==> src/design/pixel_format_to_rgba_unpacker_top_defines.svh <==
// assertion macros for the pixel format unpacker
`ifndef PIXEL_FORMAT_TO_RGBA_UNPACKER_TOP_DEFINES_SVH
`define PIXEL_FORMAT_TO_RGBA_UNPACKER_TOP_DEFINES_SVH

// same-cycle implication, held off during reset
`define PFU_ASSERT_NOW(label, clk, rst_n, ante, cons) \
	label: assert property (@(posedge clk) disable iff (!(rst_n)) (ante) |-> (cons)) \
		else $error("pfu check failed");

// next-cycle implication, held off during reset
`define PFU_ASSERT_NEXT(label, clk, rst_n, ante, cons) \
	label: assert property (@(posedge clk) disable iff (!(rst_n)) (ante) |=> (cons)) \
		else $error("pfu check failed");

`endif

==> src/design/pfu_pkg.sv <==
// shared types and format codes for the pixel format unpacker
package pfu_pkg;

	typedef enum logic [4:0] {
		FMT_L1_MSB   = 5'd0,
		FMT_L1_LSB   = 5'd1,
		FMT_L2_MSB   = 5'd2,
		FMT_L2_LSB   = 5'd3,
		FMT_L4_HI    = 5'd4,
		FMT_L4_LO    = 5'd5,
		FMT_L8       = 5'd6,
		FMT_RGB888   = 5'd7,
		FMT_BGR888   = 5'd8,
		FMT_ARGB8888 = 5'd9,
		FMT_ABGR8888 = 5'd10,
		FMT_RGBA8888 = 5'd11,
		FMT_BGRA8888 = 5'd12,
		FMT_XRGB8888 = 5'd13,
		FMT_XBGR8888 = 5'd14,
		FMT_RGBX8888 = 5'd15,
		FMT_BGRX8888 = 5'd16
	} fmt_t;

	typedef struct packed {
		logic [7:0] data_byte;
		logic       buffer_end;
	} in_word_t;

	typedef struct packed {
		logic [7:0] red;
		logic [7:0] green;
		logic [7:0] blue;
		logic [7:0] alpha;
		logic       run_last;
	} out_word_t;

	typedef struct packed {
		logic [7:0] red;
		logic [7:0] green;
		logic [7:0] blue;
		logic [7:0] alpha;
	} pixel_t;

	// one byte's worth of work handed to the emitter
	typedef struct packed {
		fmt_t       fmt;
		logic [7:0] data_byte;
		pixel_t     pix;
		logic [2:0] last_idx;
	} job_t;

	typedef struct packed {
		logic [1:0] phase;
	} asm_status_t;

endpackage

==> src/design/pixel_format_to_rgba_unpacker_top.sv <==
// channel       | dir | payload                          | handshake
// src           | in  | data_byte, buffer_end             | src_valid / src_ready
// pix           | out | red, green, blue, alpha, run_last | pix_valid / pix_ready
// cfg           | in  | source_format (5 bits)            | cfg_valid / cfg_ready
//
// one source word per cycle unless pix stalls, in 8-bit grey and the packed formats
// a grey byte of n pixels (n = 8, 4 or 2) holds the job stage, one pixel a cycle unless stalled
// a pixel goes from its taken word through the job stage, then the output register
// a stalled pix channel holds the job stage, which then holds src_ready low
// reset: format 8-bit grey, nothing held; cfg_ready is always high
module pixel_format_to_rgba_unpacker_top (
	input  logic               clk,
	input  logic               arst_n,
	input  logic               src_valid,
	output logic               src_ready,
	input  pfu_pkg::in_word_t  src_word,
	output logic               pix_valid,
	input  logic               pix_ready,
	output pfu_pkg::out_word_t pix_word,
	input  logic               cfg_valid,
	output logic               cfg_ready,
	input  logic [4:0]         cfg_data
);
	import pfu_pkg::*;

`include "pixel_format_to_rgba_unpacker_top_defines.svh"

	logic        job_valid;
	logic        job_ready;
	job_t        job;
	asm_status_t status;

	assign cfg_ready = 1'b1;
	assign src_ready = job_ready;

	pfu_assembler u_assembler (
		.clk       (clk),
		.arst_n    (arst_n),
		.cfg_valid (cfg_valid),
		.cfg_data  (cfg_data),
		.src_valid (src_valid),
		.src_ready (job_ready),
		.src_word  (src_word),
		.job_valid (job_valid),
		.job       (job),
		.status    (status)
	);

	pfu_emitter u_emitter (
		.clk       (clk),
		.arst_n    (arst_n),
		.job_valid (job_valid),
		.job       (job),
		.job_ready (job_ready),
		.pix_valid (pix_valid),
		.pix_ready (pix_ready),
		.pix_word  (pix_word)
	);

	// a job only ever comes from a word taken this cycle
	`PFU_ASSERT_NOW(a_job_from_accept, clk, arst_n, job_valid, src_valid && src_ready)
	// a buffer end drops any partial pixel
	`PFU_ASSERT_NEXT(a_end_clears, clk, arst_n, src_valid && src_ready && src_word.buffer_end,
		status.phase == 2'd0)
	// a format write drops any partial pixel
	`PFU_ASSERT_NEXT(a_cfg_clears, clk, arst_n, cfg_valid && cfg_ready, status.phase == 2'd0)

endmodule

==> src/design/pfu_assembler.sv <==
// format register, packed pixel assembly and per-byte pixel count
module pfu_assembler (
	input  logic                clk,
	input  logic                arst_n,
	input  logic                cfg_valid,
	input  logic [4:0]          cfg_data,
	input  logic                src_valid,
	input  logic                src_ready,
	input  pfu_pkg::in_word_t   src_word,
	output logic                job_valid,
	output pfu_pkg::job_t       job,
	output pfu_pkg::asm_status_t status
);
	import pfu_pkg::*;

	fmt_t        fmt_q;
	logic [1:0]  phase_q;
	logic [23:0] held_q;

	logic        accept;
	logic [7:0]  b0, b1, b2, b3;
	logic [1:0]  need;
	logic        complete;
	logic        has_pix;
	logic [2:0]  last_idx;
	pixel_t      pix;

	assign accept = src_valid && src_ready;

	always_comb begin
		if (fmt_q <= FMT_BGR888) begin
			need = 2'd2;
			b0   = held_q[15:8];
			b1   = held_q[7:0];
			b2   = src_word.data_byte;
			b3   = 8'h00;
		end else begin
			need = 2'd3;
			b0   = held_q[23:16];
			b1   = held_q[15:8];
			b2   = held_q[7:0];
			b3   = src_word.data_byte;
		end
		complete = phase_q >= need;
	end

	always_comb begin
		pix = '{red: b2, green: b1, blue: b0, alpha: 8'hFF};
		case (fmt_q)
			FMT_RGB888:   pix = '{red: b0, green: b1, blue: b2, alpha: 8'hFF};
			FMT_BGR888:   pix = '{red: b2, green: b1, blue: b0, alpha: 8'hFF};
			FMT_ARGB8888: pix = '{red: b1, green: b2, blue: b3, alpha: b0};
			FMT_ABGR8888: pix = '{red: b3, green: b2, blue: b1, alpha: b0};
			FMT_RGBA8888: pix = '{red: b0, green: b1, blue: b2, alpha: b3};
			FMT_BGRA8888: pix = '{red: b2, green: b1, blue: b0, alpha: b3};
			FMT_XRGB8888: pix = '{red: b1, green: b2, blue: b3, alpha: 8'hFF};
			FMT_XBGR8888: pix = '{red: b3, green: b2, blue: b1, alpha: 8'hFF};
			FMT_RGBX8888: pix = '{red: b0, green: b1, blue: b2, alpha: 8'hFF};
			default:      pix = '{red: b2, green: b1, blue: b0, alpha: 8'hFF};
		endcase
	end

	// how many pixels this byte yields, as index of the last one
	always_comb begin
		has_pix  = 1'b1;
		last_idx = 3'd0;
		case (fmt_q)
			FMT_L1_MSB, FMT_L1_LSB: last_idx = 3'd7;
			FMT_L2_MSB, FMT_L2_LSB: last_idx = 3'd3;
			FMT_L4_HI, FMT_L4_LO:   last_idx = 3'd1;
			FMT_L8:                 last_idx = 3'd0;
			default:                has_pix  = (fmt_q <= FMT_BGRX8888) && complete;
		endcase
	end

	assign job_valid = accept && has_pix;
	assign job       = '{fmt: fmt_q, data_byte: src_word.data_byte, pix: pix,
	                     last_idx: last_idx};
	assign status    = '{phase: phase_q};

	always_ff @(posedge clk or negedge arst_n) begin
		if (!arst_n) begin
			fmt_q   <= FMT_L8;
			phase_q <= 2'd0;
			held_q  <= 24'd0;
		end else if (cfg_valid) begin
			fmt_q   <= fmt_t'(cfg_data);
			phase_q <= 2'd0;
			held_q  <= 24'd0;
		end else if (accept) begin
			if (src_word.buffer_end || fmt_q <= FMT_L8 || fmt_q > FMT_BGRX8888 || complete) begin
				phase_q <= 2'd0;
				held_q  <= 24'd0;
			end else begin
				phase_q <= phase_q + 2'd1;
				held_q  <= {held_q[15:0], src_word.data_byte};
			end
		end
	end

endmodule

==> src/design/pfu_emitter.sv <==
// job stage, grey level expansion and output word register
module pfu_emitter (
	input  logic               clk,
	input  logic               arst_n,
	input  logic               job_valid,
	input  pfu_pkg::job_t      job,
	output logic               job_ready,
	output logic               pix_valid,
	input  logic               pix_ready,
	output pfu_pkg::out_word_t pix_word
);
	import pfu_pkg::*;

	function automatic logic [7:0] grey_level(input fmt_t f, input logic [7:0] v,
	                                          input logic [2:0] idx);
		logic [7:0] level;
		level = v;
		case (f)
			FMT_L1_MSB: level = {8{v[~idx]}};
			FMT_L1_LSB: level = {8{v[idx]}};
			FMT_L2_MSB: level = {4{v[{~idx[1:0], 1'b0} +: 2]}};
			FMT_L2_LSB: level = {4{v[{idx[1:0], 1'b0} +: 2]}};
			FMT_L4_HI:  level = idx[0] ? {2{v[3:0]}} : {2{v[7:4]}};
			FMT_L4_LO:  level = idx[0] ? {2{v[7:4]}} : {2{v[3:0]}};
			default:    level = v;
		endcase
		return level;
	endfunction

	job_t       job_s1;
	logic       job_valid_s1;
	logic [2:0] idx_q;
	out_word_t  pix_q;
	logic       pix_valid_q;

	logic       out_free;
	logic       move;
	logic       done;
	logic [7:0] lvl;
	out_word_t  next_word;

	assign out_free  = !pix_valid_q || pix_ready;
	assign move      = job_valid_s1 && out_free;
	assign done      = move && (idx_q == job_s1.last_idx);
	assign job_ready = !job_valid_s1 || done;

	always_comb begin
		lvl = grey_level(job_s1.fmt, job_s1.data_byte, idx_q);
		if (job_s1.fmt <= FMT_L8) begin
			next_word = '{red: lvl, green: lvl, blue: lvl, alpha: 8'hFF,
			              run_last: idx_q == job_s1.last_idx};
		end else begin
			next_word = '{red: job_s1.pix.red, green: job_s1.pix.green,
			              blue: job_s1.pix.blue, alpha: job_s1.pix.alpha,
			              run_last: 1'b1};
		end
	end

	always_ff @(posedge clk or negedge arst_n) begin
		if (!arst_n) begin
			job_valid_s1 <= 1'b0;
			idx_q        <= 3'd0;
		end else if (job_valid && job_ready) begin
			job_valid_s1 <= 1'b1;
			idx_q        <= 3'd0;
		end else if (done) begin
			job_valid_s1 <= 1'b0;
		end else if (move) begin
			idx_q <= idx_q + 3'd1;
		end
	end

	always_ff @(posedge clk) begin
		if (job_valid && job_ready)
			job_s1 <= job;
	end

	always_ff @(posedge clk or negedge arst_n) begin
		if (!arst_n) begin
			pix_valid_q <= 1'b0;
		end else if (move) begin
			pix_valid_q <= 1'b1;
		end else if (pix_ready) begin
			pix_valid_q <= 1'b0;
		end
	end

	always_ff @(posedge clk) begin
		if (move)
			pix_q <= next_word;
	end

	assign pix_valid = pix_valid_q;
	assign pix_word  = pix_q;

endmodule
==> config.mk <==
export PLATFORM = sky130hd
export DESIGN_NAME = pixel_format_to_rgba_unpacker_top
export DESIGN_NICKNAME = d
export VERILOG_FILES = /design/src/design/pfu_pkg.sv /design/src/design/pixel_format_to_rgba_unpacker_top.sv /design/src/design/pfu_assembler.sv /design/src/design/pfu_emitter.sv
export VERILOG_INCLUDE_DIRS = /design/src /design/src/design
export SDC_FILE = /design/constraint.sdc
export NUM_CORES = 1
export LEC_CHECK = 0
export BUFFER_PORTS_ARGS = -buffer_cell sky130_fd_sc_hd__buf_2
export CAP_MARGIN = 20
export CELL_PAD_IN_SITES_DETAIL_PLACEMENT = 1
export CELL_PAD_IN_SITES_GLOBAL_PLACEMENT = 2
export CORE_ASPECT_RATIO = 0.8
export CORE_MARGIN = 2
export CORE_UTILIZATION = 28
export CTS_CLUSTER_DIAMETER = 100
export DETAILED_ROUTE_END_ITERATION = 12
export GPL_TIMING_DRIVEN = 0
export PLACE_DENSITY_LB_ADDON = 0.1
export SYNTH_ARGS = -nofsm -noshare
export SYNTH_HDL_FRONTEND = slang
export SYNTH_SLANG_ARGS = --single-unit
==> constraint.sdc <==
create_clock -name clk -period 6.25 [get_ports clk]
set_clock_uncertainty 0.05 [all_clocks]
set_input_delay 0.625 -clock clk [delete_from_list [all_inputs] [get_ports clk]]
set_output_delay 0.625 -clock clk [all_outputs]
set_load 0.01 [all_outputs]
Yosys cells after proc, flatten, opt, wreduce, memory -nomap -nowiden
Cells that the tools add are included.
{"block": "word_totals", "ff_bits": 117, "latch_bits": 0, "mem_bits_rw": 0, "romBits": 0, "inputBits": 19, "wordCells": 107, "mem_count": 0}
{"block": "classes", "add_sub_neg": 2, "multipliers": 0, "div_mod_pow": 0, "magnitude_cmp": 8, "eq_ne": 21, "shifts": 2, "n_mux": 29, "n_bitwise": 2, "n_reduce_logical": 25}
{"operator": "$pmux 32 s7", "count": 1}
{"operator": "$mux 24", "count": 3}
{"operator": "$mux 8", "count": 6}
{"operator": "$pmux 8 s6", "count": 1}
{"operator": "$eq 5x4->1 const B", "count": 7}
{"operator": "$mux 33", "count": 1}
{"operator": "$eq 5x3->1 const B", "count": 6}
{"operator": "$eq 5x2->1 const B", "count": 4}
{"operator": "$shiftx 8x4->2", "count": 2}
{"operator": "$eq 5x1->1 const B", "count": 2}
{"operator": "$le 5x3->1 const B", "count": 2}
{"operator": "$logic_not 5->1", "count": 2}
{"operator": "$mux 3", "count": 3}
{"operator": "$pmux 3 s3", "count": 1}
{"operator": "$lt 3x4->1 const B", "count": 2}
{"operator": "$mux 1", "count": 8}
{"operator": "$reduce_bool 2->1", "count": 4}
{"operator": "$reduce_or 2->1", "count": 4}
{"operator": "$reduce_or 7->1", "count": 1}
{"operator": "$bmux 1 s3", "count": 2}
{"operator": "$logic_and 1x1->1", "count": 6}
{"operator": "$mux 2", "count": 3}
{"operator": "$gt 5x5->1 const B", "count": 1}
{"operator": "$le 5x4->1 const B", "count": 1}
{"operator": "11 further kinds", "count": 16}

Logic depth before layout (Yosys ltp)
Gate-level depths: netlist of the first run.
{"block": "depth", "depth_word": 10, "depth_mapped": 10, "mapped_depth_nobuf": 9}

By module
From an unflattened synthesis of the first run, not the netlist that was laid out.
{"block": "unflattened", "cells_unflattened": 509, "hier_area_um2": 6063.3}
{"mod": "pfu_emitter", "instances": 1, "cells_per_inst": 248, "area_per_inst_um2": 3664.8, "seq_area_each_um2": 2557.5}
{"mod": "pfu_assembler", "instances": 1, "cells_per_inst": 259, "area_per_inst_um2": 2387.3, "seq_area_each_um2": 778.2}
{"mod": "pixel_format_to_rgba_unpacker_top", "instances": 1, "cells_per_inst": 2, "area_per_inst_um2": 11.3, "seq_area_each_um2": 0.0}

Worst setup path before layout of the first run
OpenSTA, ideal clock, no wires.
{"block": "synth_timing", "path_kind": "reg2reg", "from": "reg u_assembler.fmt_q[0]", "to": "reg u_emitter.job_s1[0] (netlist bit), enable pin", "setup_time_ps": 520, "arrival_time_ps": 5221, "required_time_ps": 5680, "path_slack_ps": 459, "stages_incl_launch_ff": 9, "n_path_buf": 1, "path_cell_list": "dfrtp_1 > buf_6 > or3_4 > a21oi_4 > inv_2 > ha_1 > nand2b_1 > a21oi_1 > nor3_1"}
{"block": "synth_between", "elab_chain_cells": 7, "elab_cells_between_ends": 16}
{"item": "from (decl)", "line_no": "pfu_assembler.sv:16", "text": "fmt_t fmt_q;"}
{"item": "from (signal assigned)", "line_no": "pfu_assembler.sv:87", "text": "fmt_q <= fmt_t'(cfg_data);"}
{"item": "$le 5x4->1", "line_no": "pfu_assembler.sv:31", "text": "if (fmt_q <= FMT_BGR888) begin"}
{"item": "$mux 1", "line_no": "pfu_assembler.sv:31"}
{"item": "$ge 2x2->1", "line_no": "pfu_assembler.sv:44", "text": "complete = phase_q >= need;"}
{"item": "$logic_and 1x1->1", "line_no": "pfu_assembler.sv:72", "text": "default: has_pix = (fmt_q <= FMT_BGRX8888) && complete;"}
{"item": "$mux 1 *", "line_no": "pfu_assembler.sv:67", "text": "case (fmt_q)"}
{"item": "$logic_and 1x1->1 *", "line_no": "pfu_assembler.sv:76", "text": "assign job_valid = accept && has_pix;"}
{"item": "$logic_and 1x1->1 *", "line_no": "pfu_emitter.sv:74", "text": "if (job_valid && job_ready)"}
{"item": "to (signal assigned)", "line_no": "pfu_emitter.sv:75", "text": "job_s1 <= job;"}
{"item": "to (decl)", "line_no": "pfu_emitter.sv:30", "text": "job_t job_s1;"}
Mark *: on every way between the ends. The rest lies on a longest branch, timed or not.
A chain may end at the register's enable or synchronous reset.

Worst setup path in the final report of the first run
{"block": "layout_timing", "from": "reg u_assembler.fmt_q[0]", "to": "reg u_emitter.job_s1[26] (netlist bit), enable pin"}
Same word-level chain as after synthesis.

==> summary.txt, run 1 <==
Clock transition at path regs: 60 ps
Most frequent cells in the layout: edfxtp_1, buf_2, nand2_1
CTS sink cnt: 117
Number of nets with antenna violations after routing: 0
CTS max path bufs: 2
Post-Layout Cell Count: 882
Seq/Total Area, Yosys: 57.00%
TritonRoute pass-1 iters: 5
FF-to-FF Start: u_assembler.fmt_q[0]
Final wirelength: 17.44 mm
Pleak: 2.612 nW
RSZ-0062 raised after global routing: no
Num CTS Buffers: 17
Count of different cell masters after synthesis: 64
DRC Markers: 0
Power Dens Cells: 361.4 mW/mm²
Vias: 4341
Slew @ Worst Pin: 871.6 ps
Async SR Flop Fraction: 30.77%
Post-CTS Hold Buffers: 0
Ys Warns: 0
Critical Path Source Type: flop
Final period util: 54.74%
Pin count of the biggest net entering global routing: 37
Mapped Cells: 522
Crit end category: flop
Post_cts resized: 0
R2R setup slack: 2830 ps
Max IR drop VDD: 0.0001604 V
Max Cap Violations: 0
# IOs: 55
TritonCTS clock tree: done
Die height: 133.3 µm
Drt wl/cell: 19.77 µm
Top_reg_cell synth: edfxtp_1
Fillcell total: 2322
Mapped Area: 0.005852 mm²
Vias in the first global route: 4557
Minimum clock period: 3422 ps
Reg-to-Reg End: u_emitter.job_s1[26]
Rel. slew slack: 41.89%
Initial Utilization: 28.43%
Commonest non-fill, non-tap cell in the layout: edfxtp_1
Required time worst endpoint: 6320 ps
Initial DRC count: 229
Post-DP HPWL: 13.25 mm
Final setup vio count: 0
Final Hold Viols: 0
Initial antenna violation count: 0
Via-to-Cell Ratio: 4.922
Crit Path Max Fanout: 13
Die area: 0.02208 mm²
R2R cell count: 10
Die X: 165.6 µm
Core box area: 0.02058 mm²
Grt ovf: 0
H-tree levels: 4
Cell Rows: 47
Hold WC Path Type: input pin to async pin
IO Port Bufs: 53
Outcome: complete, no violations
Fmax: 292.3 MHz
Syn-to-layout area delta: 21.55%
Post-CTS Setup Bufs: 0
Placer congestion estimate: 0.7882
Post-synth EDFFs: 81
Syn Nets: 543
Post-Syn Area per Cell: 11.21 µm²
ANT cells: 0
Post-Route Utilization: 34.56%
Cell Count Post-Placement: 849
All-Layer GR Usage: 16.55%
Nets@finish: 621
Worst Setup SP: u_assembler.fmt_q[0]
First-pass GRT wire length: 27.77 mm
Root Driver: clkbuf_16
WP data arrival: 3490 ps
Worst-Skew Late Latency: 420 ps
Seq cells post-synth: 117
Final Max Slew Viols: 0
Critical Setup Path Class: flop to flop
Share of cells above drive strength 1: 24.63%
-- sequential cells by signal, indices dropped and copies added (netlist names) --
register                flops
u_emitter.pix_word         33
u_emitter.job_valid_s1      1
u_emitter.pix_valid         1
u_assembler.held_q         24
u_assembler.status          2
u_emitter.idx_q             3
u_assembler.fmt_q           5
u_emitter.job_s1           48
-- per-layer routing --
| metal | global-route usage, % | up-vias | routed length, µm |
|---|---|---|---|
| met5 | 0 | - | 0 |
| met4 | 4.686 | 0 | 142 |
| met3 | 3.714 | 10 | 649 |
| met2 | 24.73 | 85 | 7670 |
| met1 | 24.08 | 2131 | 8976 |
| li1 | - | 2115 | - |
-- cell usage after synthesis (all sizes together), types with 8 or more instances --
library cell / n / area [µm²]
a21oi: 32 / 171.4
a222oi: 8 / 80.08
a22oi: 13 / 97.59
a31oi: 8 / 50.05
buf: 20 / 136.4
clkbuf: 14 / 52.55
dfrtp: 34 / 850.8
edfxtp: 81 / 2432
mux2: 20 / 225.2
mux2i: 10 / 100.1
nand2: 56 / 212.7
nand3b: 25 / 187.7
nor2: 42 / 160.2
o21ai: 56 / 284.0
or2: 10 / 62.56
or3: 10 / 67.56
-- worst max-delay path: stages (launching register included) --
cell and delay [ps]:
dfrtp_1 400, buf_6 150, or3_4 390, a21oi_4 370, inv_2 100, ha_1 280, nand2b_1 170, a21oi_1 120
nor3_2 630, buf_6 260, buf_6 190
-- stage by stage --
stage                     hold WS, ps  setup TNS (ps)  total power [mW]  area (µm²)  setup WS, ps
after global routing            337.4               0             2.707        7113          2595
after detailed placement        440.1               0             1.605        6510          2802
after CTS                       299.7               0             2.608        7106          2789
after floorplan                 279.4               0             1.391        5852         459.2
final                           271.2               0             2.571        7113          2828
after global placement          427.7          -64400             1.583        6454         -1273
-- cell type report --
type	count	area (µm²)	area share [%]
well taps	269	336.6	4.732
flip-flops and latches	117	3336	46.90
plain buffers	34	188.9	2.656
clock buffers	18	429.2	6.033
repair buffers	59	322.8	4.538
multi-input cells	364	2307	32.44
inverters	7	26.28	0.3694
clock inverters	14	166.4	2.339
-- power by group --
part / leakage, nW / total (mW) / switching, mW / internal [mW]
clock: 0.282 / 0.993 / 0.394 / 0.599
combinational: 1.08 / 0.576 / 0.371 / 0.205
sequential: 1.24 / 1.00 / 0.0433 / 0.958
total: 2.61 / 2.57 / 0.809 / 1.76
-- kinds of logic after synthesis --
kind of cell               count (synthesis)  synth area share, %
muxes                                     32                6.329
xor gates and xnor gates                   6               0.8980
buffers and inverters                     41                3.677
adders and majority gates                  2               0.4276
DFF                                      117                57.00
other                                      1              0.06408
AOI/OAI and AO/OA                        148                16.51
and+or+nand+nor                          175                15.10
-- worst max path at each step --
stage	endpoint
after floorplan	u_emitter.job_s1[0]
after global placement	u_emitter.job_s1[34]
after detailed placement	u_emitter.job_s1[34]
after CTS	u_emitter.job_s1[26]
after global routing	u_emitter.job_s1[26]
final	u_emitter.job_s1[26]
Note: power is estimated with default switching activity, not from simulation.
==> run 2: changes to the inputs <==
==> constraint.sdc (replaced) <==
create_clock -name clk -period 3.6 [get_ports clk]
set_clock_uncertainty 0.05 [all_clocks]
set_input_delay 0.36 -clock clk [delete_from_list [all_inputs] [get_ports clk]]
set_output_delay 0.36 -clock clk [all_outputs]
set_load 0.01 [all_outputs]
==> run 2 against run 1 <==
  * Combinational power is 75% higher
  * Via count is 1.8% higher
  * Wire length is 0.22% higher
  * Global-route usage hardly changed
  * Setup slack worse by 2400 ps
  * Sequential cell count stayed put
  * Final cell count is 0.23% higher
  * Register-to-register slack worse by 2400 ps
  * First-iteration DRC count is 17% higher
  * Maximum frequency is 8.1% higher
  * Largest power group unchanged
==> summary.txt, run 2 (same netlist as run 1, synthesis figures left out) <==
Grt ovf: 0 (unchanged)
CTS max path bufs: 2 (unchanged)
Critical Path Source Type: flop
Root Driver: clkbuf_16
Die X: 165.6 µm (unchanged)
Cell mode on critical path: buf_6
Pleak: 2.617 nW (+0.20%)
Max Used Layer: met4
DR WL met2: 7.559 mm (-1.4%)
Vias in the first global route: 4450 (-2.3%)
Post-CTS Hold Buffers: 0 (unchanged)
First-pass GRT wire length: 27.63 mm (-0.50%)
WL met3: 550 µm (-15%)
Clock transition at path regs: 60 ps (about the same)
Cell Count Post-Placement: 847 (-0.24%)
Initial antenna violation count: 0 (unchanged)
Top reg by flops: u_emitter.job_s1
Worst-Skew Late Latency: 430 ps (about the same)
Number of nets with antenna violations after routing: 0 (unchanged)
All-Layer GR Usage: 16.53% (-0.018 points)
Drt wl/cell: 19.77 µm (about the same)
CTS sink cnt: 117 (unchanged)
Minimum clock period: 3166 ps (-255.3 ps)
Placer congestion estimate: 0.7940 (+0.74%)
Most frequent cells in the layout: edfxtp_1, buf_2, nand2_1
Post-CTS Setup Bufs: 0 (unchanged)
Slowest cell on crit path: a2111oi_4
Final wirelength: 17.48 mm (+0.22%)
Die height: 133.3 µm (unchanged)
Outcome: complete, no violations
Commonest non-fill, non-tap cell in the layout: edfxtp_1
Vias: 4418 (+1.8%)
Critical Setup Path Class: flop to flop
H-tree levels: 4 (unchanged)
Setup TNS: 0 ps (unchanged)
Crit-path max cell delay: 730 ps (+100 ps)
Fin worst setup slack: 433.8 ps (-2395 ps)
Via-to-Cell Ratio: 4.998 (+1.5%)
Delay-heaviest family, CP: compound AO/OA/AOI/OAI gates
Hold WC Path Type: input pin to async pin
Fmax: 315.8 MHz (+8.1%)
M1 WL: 9.120 mm (+1.6%)
Post-Layout Cell Count: 884 (+0.23%)
ANT cells: 0 (unchanged)
Crit path buf inv count: 3 (-1)
Share of cells above drive strength 1: 24.88% (+0.25 points)
Final period util: 87.95% (+33 points)
Post_cts resized: 0 (unchanged)
Max IR drop VDD: 0.0003016 V (+88%)
RSZ-0062 raised after global routing: no
Final Hold Viols: 0 (unchanged)
WP data arrival: 3470 ps (-20 ps)
Crit-path cells: buf_6, or3_4, a21oi_4, inv_2, ha_1, nand2b_1, a2111oi_4, buf_6, nand2_1, o21ai_1
Initial DRC count: 269 (+17%)
TritonRoute pass-1 iters: 5 (unchanged)
Rel. slew slack: 25.01% (-17 points)
Post-DP HPWL: 13.21 mm (-0.28%)
Core box area: 0.02058 mm² (unchanged)
Total power: 4.414 mW (+72%)
Initial Utilization: 28.43% (unchanged)
Num CTS Buffers: 17 (unchanged)
Cell Rows: 47 (unchanged)
Syn-to-layout area delta: 21.94%
Power Dens Cells: 618.6 mW/mm² (+71%)
Final Max Slew Viols: 0 (unchanged)
TritonCTS clock tree: done
Slew @ Worst Pin: 1122 ps (+250.8 ps)
Crit Path Max Fanout: 10 (-3)
# IOs: 55 (unchanged)
Crit end category: flop
Final setup vio count: 0 (unchanged)
Max Cap Violations: 0 (unchanged)
IO Port Bufs: 53 (unchanged)
Die area: 0.02208 mm² (unchanged)
Max reg flops: 48 (unchanged)
DRC Markers: 0 (unchanged)
Required time worst endpoint: 3900 ps (-2420 ps)
Post-Route Utilization: 34.67% (+0.11 points)
Pin count of the biggest net entering global routing: 37 (unchanged)
Nets@finish: 623 (+0.32%)
DP Worst Slack: 167.0 ps (-2635 ps)
==> run 2: cell types whose count changed in the layout (fill, tap and decap cells not counted), sizes merged <==
cell,delta
bufinv,-1
clkinv,-1
clkinvlp,+2
buf,+3
clkbuf,-1
==> run 2: worst paths after layout <==
path	start	to	slack (ps)	depth (start not counted)
max in group asynchronous	arst_n	u_assembler.held_q[23]	2950	1
min	arst_n	u_assembler.status[1]	7	1
max reg2reg	u_assembler.fmt_q[0]	u_assembler.held_q[11]	430	10
min in group clk	cfg_data[3]	u_assembler.fmt_q[3]	110	3
min reg2reg	u_emitter.job_valid_s1	u_emitter.pix_valid	460	2
max	u_assembler.fmt_q[0]	u_assembler.held_q[11]	430	10
==> run 2: where the power goes <==
part,total [mW],switching [mW],internal [mW]
logic,1.01,0.649,0.362
clock network,1.66,0.695,0.968
registers,1.74,0.0760,1.66
==> run 2: area by class of cell <==
type | count | area, µm²
fillers | 2301 | 13450
repair buffers | 61 | 362.8
flip-flops and latches | 117 | 3336
multi-input cells | 364 | 2313
well taps | 269 | 336.6
inverters | 7 | 26.28
clock buffers | 18 | 429.2
plain buffers | 34 | 188.9
clock inverters | 14 | 142.6
==> run 2: per-layer routing <==
| metal | track usage [%] | up-vias |
|---|---|---|
| li1 | - | 2119 |
| met2 | 24.34 | 79 |
| met5 | 0 | - |
| met4 | 4.879 | 0 |
| met3 | 3.476 | 19 |
| met1 | 24.43 | 2201 |
==> run 2: through the flow <==
step                cell area, µm²  hold slack, ps
floorplan                     5863           14.41
global placement              6465           431.0
detailed placement            6514           448.0
CTS                           7086           21.60
global route                  7136           59.67
finish                        7136           7.172
==> run 3: changes to the inputs <==
--- a/config.mk
+++ b/config.mk
@@ -12,7 +12,7 @@
 export CELL_PAD_IN_SITES_GLOBAL_PLACEMENT = 2
 export CORE_ASPECT_RATIO = 0.8
 export CORE_MARGIN = 2
-export CORE_UTILIZATION = 28
+export CORE_UTILIZATION = 35
 export CTS_CLUSTER_DIAMETER = 100
 export DETAILED_ROUTE_END_ITERATION = 12
 export GPL_TIMING_DRIVEN = 0
==> run 3 against run 2 <==
  * The run now ends with hold timing left
  * Highest routed layer unchanged
  * Final cell count shrank 6.0%
  * Maximum frequency shrank 1.5%
  * Clock power shrank 6%
  * First-iteration DRC count shrank 25%
  * Global-route usage grew 3.3 points
==> summary.txt, run 3 (same netlist as run 1, synthesis figures left out) <==
Outcome: finished, violations left
Violated checks: hold timing
Initial Utilization: 35.58% (+7.1 points)
Reg-to-Reg End: u_emitter.job_s1[7]
Final setup vio count: 0 (unchanged)
Vias: 4411 (-0.16%)
First-pass GRT wire length: 26.23 mm (-5.1%)
Commonest non-fill, non-tap cell in the layout: edfxtp_1
Cell mode on critical path: buf_8
Critical Path Source Type: flop
Pleak: 2.595 nW (-0.83%)
Initial DRC count: 202 (-25%)
Critical Setup Path Class: flop to flop
Share of cells above drive strength 1: 24.39% (-0.49 points)
Final Max Slew Viols: 0 (unchanged)
Top reg by flops: u_emitter.job_s1
Max IR drop VDD: 0.0003172 V (+5.2%)
Initial antenna violation count: 0 (unchanged)
DRC Markers: 0 (unchanged)
Nets@finish: 619 (-0.64%)
Die X: 148.6 µm (-10%)
Delay-heaviest family, CP: simple AND/OR/NAND/NOR gates
TritonCTS clock tree: done
Final Hold Viols: 1 (+1)
Grt ovf: 0 (unchanged)
CTS sink cnt: 117 (unchanged)
Hold WC Path Type: input pin to async pin
Crit-path cells: buf_6, or3_4, a21oi_4, inv_2, ha_1, nand2b_1, a21oi_1, nor3_4, buf_16, buf_8, buf_8
R2R setup slack: 390 ps (-50 ps)
Die area: 0.01778 mm² (-19%)
RSZ-0062 raised after global routing: no
TritonRoute pass-1 iters: 7 (+2)
Number of nets with antenna violations after routing: 0 (unchanged)
Required time worst endpoint: 3670 ps (-230 ps)
Slew @ Worst Pin: 1074 ps (-48.67 ps)
Max Cap Violations: 0 (unchanged)
FF-to-FF Start: u_assembler.fmt_q[0]
# IOs: 55 (unchanged)
Max reg flops: 48 (unchanged)
Crit-path max cell delay: 410 ps (-320 ps)
Vias in the first global route: 4544 (+2.1%)
Power Dens Cells: 613.0 mW/mm² (-0.90%)
Post-CTS Hold Buffers: 0 (unchanged)
Final wirelength: 16.76 mm (-4.1%)
Num CTS Buffers: 17 (unchanged)
Placed cell area: 0.006467 mm² (-0.71%)
ANT cells: 0 (unchanged)
Worst-Skew Late Latency: 420 ps (about the same)
Crit Path Max Fanout: 22 (+12)
Worst Setup SP: u_assembler.fmt_q[0]
Placer congestion estimate: 0.9147 (+15%)
Clock transition at path regs: 60 ps (about the same)
Post-CTS Setup Bufs: 0 (unchanged)
Core box area: 0.01645 mm² (-20%)
All-Layer GR Usage: 19.82% (+3.3 points)
Most frequent cells in the layout: edfxtp_1, buf_2, nand2_1
Slowest cell on crit path: dfrtp_1
Via-to-Cell Ratio: 5.308 (+6.2%)
Final Instance Area: 0.007012 mm² (-1.7%)
Drt wl/cell: 20.16 µm (+2.0%)
Minimum clock period: 3214 ps (+47.30 ps)
CTS max path bufs: 2 (unchanged)
Post_cts resized: 0 (unchanged)
Root Driver: clkbuf_16
Post-Route Utilization: 42.63% (+8.0 points)
Cell Rows: 42 (-11%)
WP data arrival: 3290 ps (-180 ps)
Rel. slew slack: 28.26% (+3.3 points)
Fillcell total: 1830 (-20%)
Die height: 119.7 µm (-10%)
H-tree levels: 4 (unchanged)
Crit path buf inv count: 5 (+2)
Fmax: 311.2 MHz (-1.5%)
Worst hold-check slack: -0.2952 ps (-7.467 ps)
Crit end category: flop
IO Port Bufs: 53 (unchanged)
Post-DP HPWL: 12.70 mm (-3.9%)
Pin count of the biggest net entering global routing: 37 (unchanged)
Final period util: 89.26% (+1.3 points)
R2R cell count: 11 (+1)
Syn-to-layout area delta: 19.82%
[run 3: worst max path at each step]
stage | end | slack [ps] | depth (start not counted)
3_3_place_gp | u_emitter.job_s1[26] | -600 | 8
6_report | u_emitter.job_s1[7] | 390 | 11
4_1_cts | u_assembler.held_q[12] | 310 | 10
2_1_floorplan | u_emitter.job_s1[0] | 100 | 8
3_5_place_dp | u_assembler.held_q[11] | 300 | 10
5_1_grt | u_assembler.held_q[12] | 180 | 10
[run 3: layout make-up]
| class | count | area (µm²) | area share [%] |
|---|---|---|---|
| multi-input combinational | 364 | 2313 | 32.99 |
| tap | 220 | 275.3 | 3.926 |
| buffer | 34 | 188.9 | 2.695 |
| sequential | 117 | 3336 | 47.57 |
| inverter | 7 | 26.28 | 0.3747 |
| clock buffer | 17 | 425.4 | 6.067 |
| timing repair buffer | 57 | 327.8 | 4.675 |
| clock inverter | 15 | 118.9 | 1.695 |
[run 3: metrics by stage]
step	hold slack, ps	cells	power (mW)	TNS [ps]	worst slack [ps]
finish	-0.2952	831	4.298	0	386.5
detailed placement	446.4	799	2.774	0	298.4
floorplan	14.41	522	2.417	0	95.26
CTS	27.23	831	4.356	0	307.5
global placement	433.5	795	2.735	-30080	-600.8
global route	60.03	831	4.513	0	176.5
[run 3: power breakdown]
part / internal [mW] / switching (mW)
clock network: 0.894 / 0.670
logic: 0.357 / 0.636
registers: 1.66 / 0.0768
[run 3: layer usage]
layer / global-route usage [%] / share of wire [%]
met5: 0 / 0
met4: 7.143 / 1.6
met3: 4.753 / 2.7
met2: 29.80 / 45
met1: 27.98 / 51
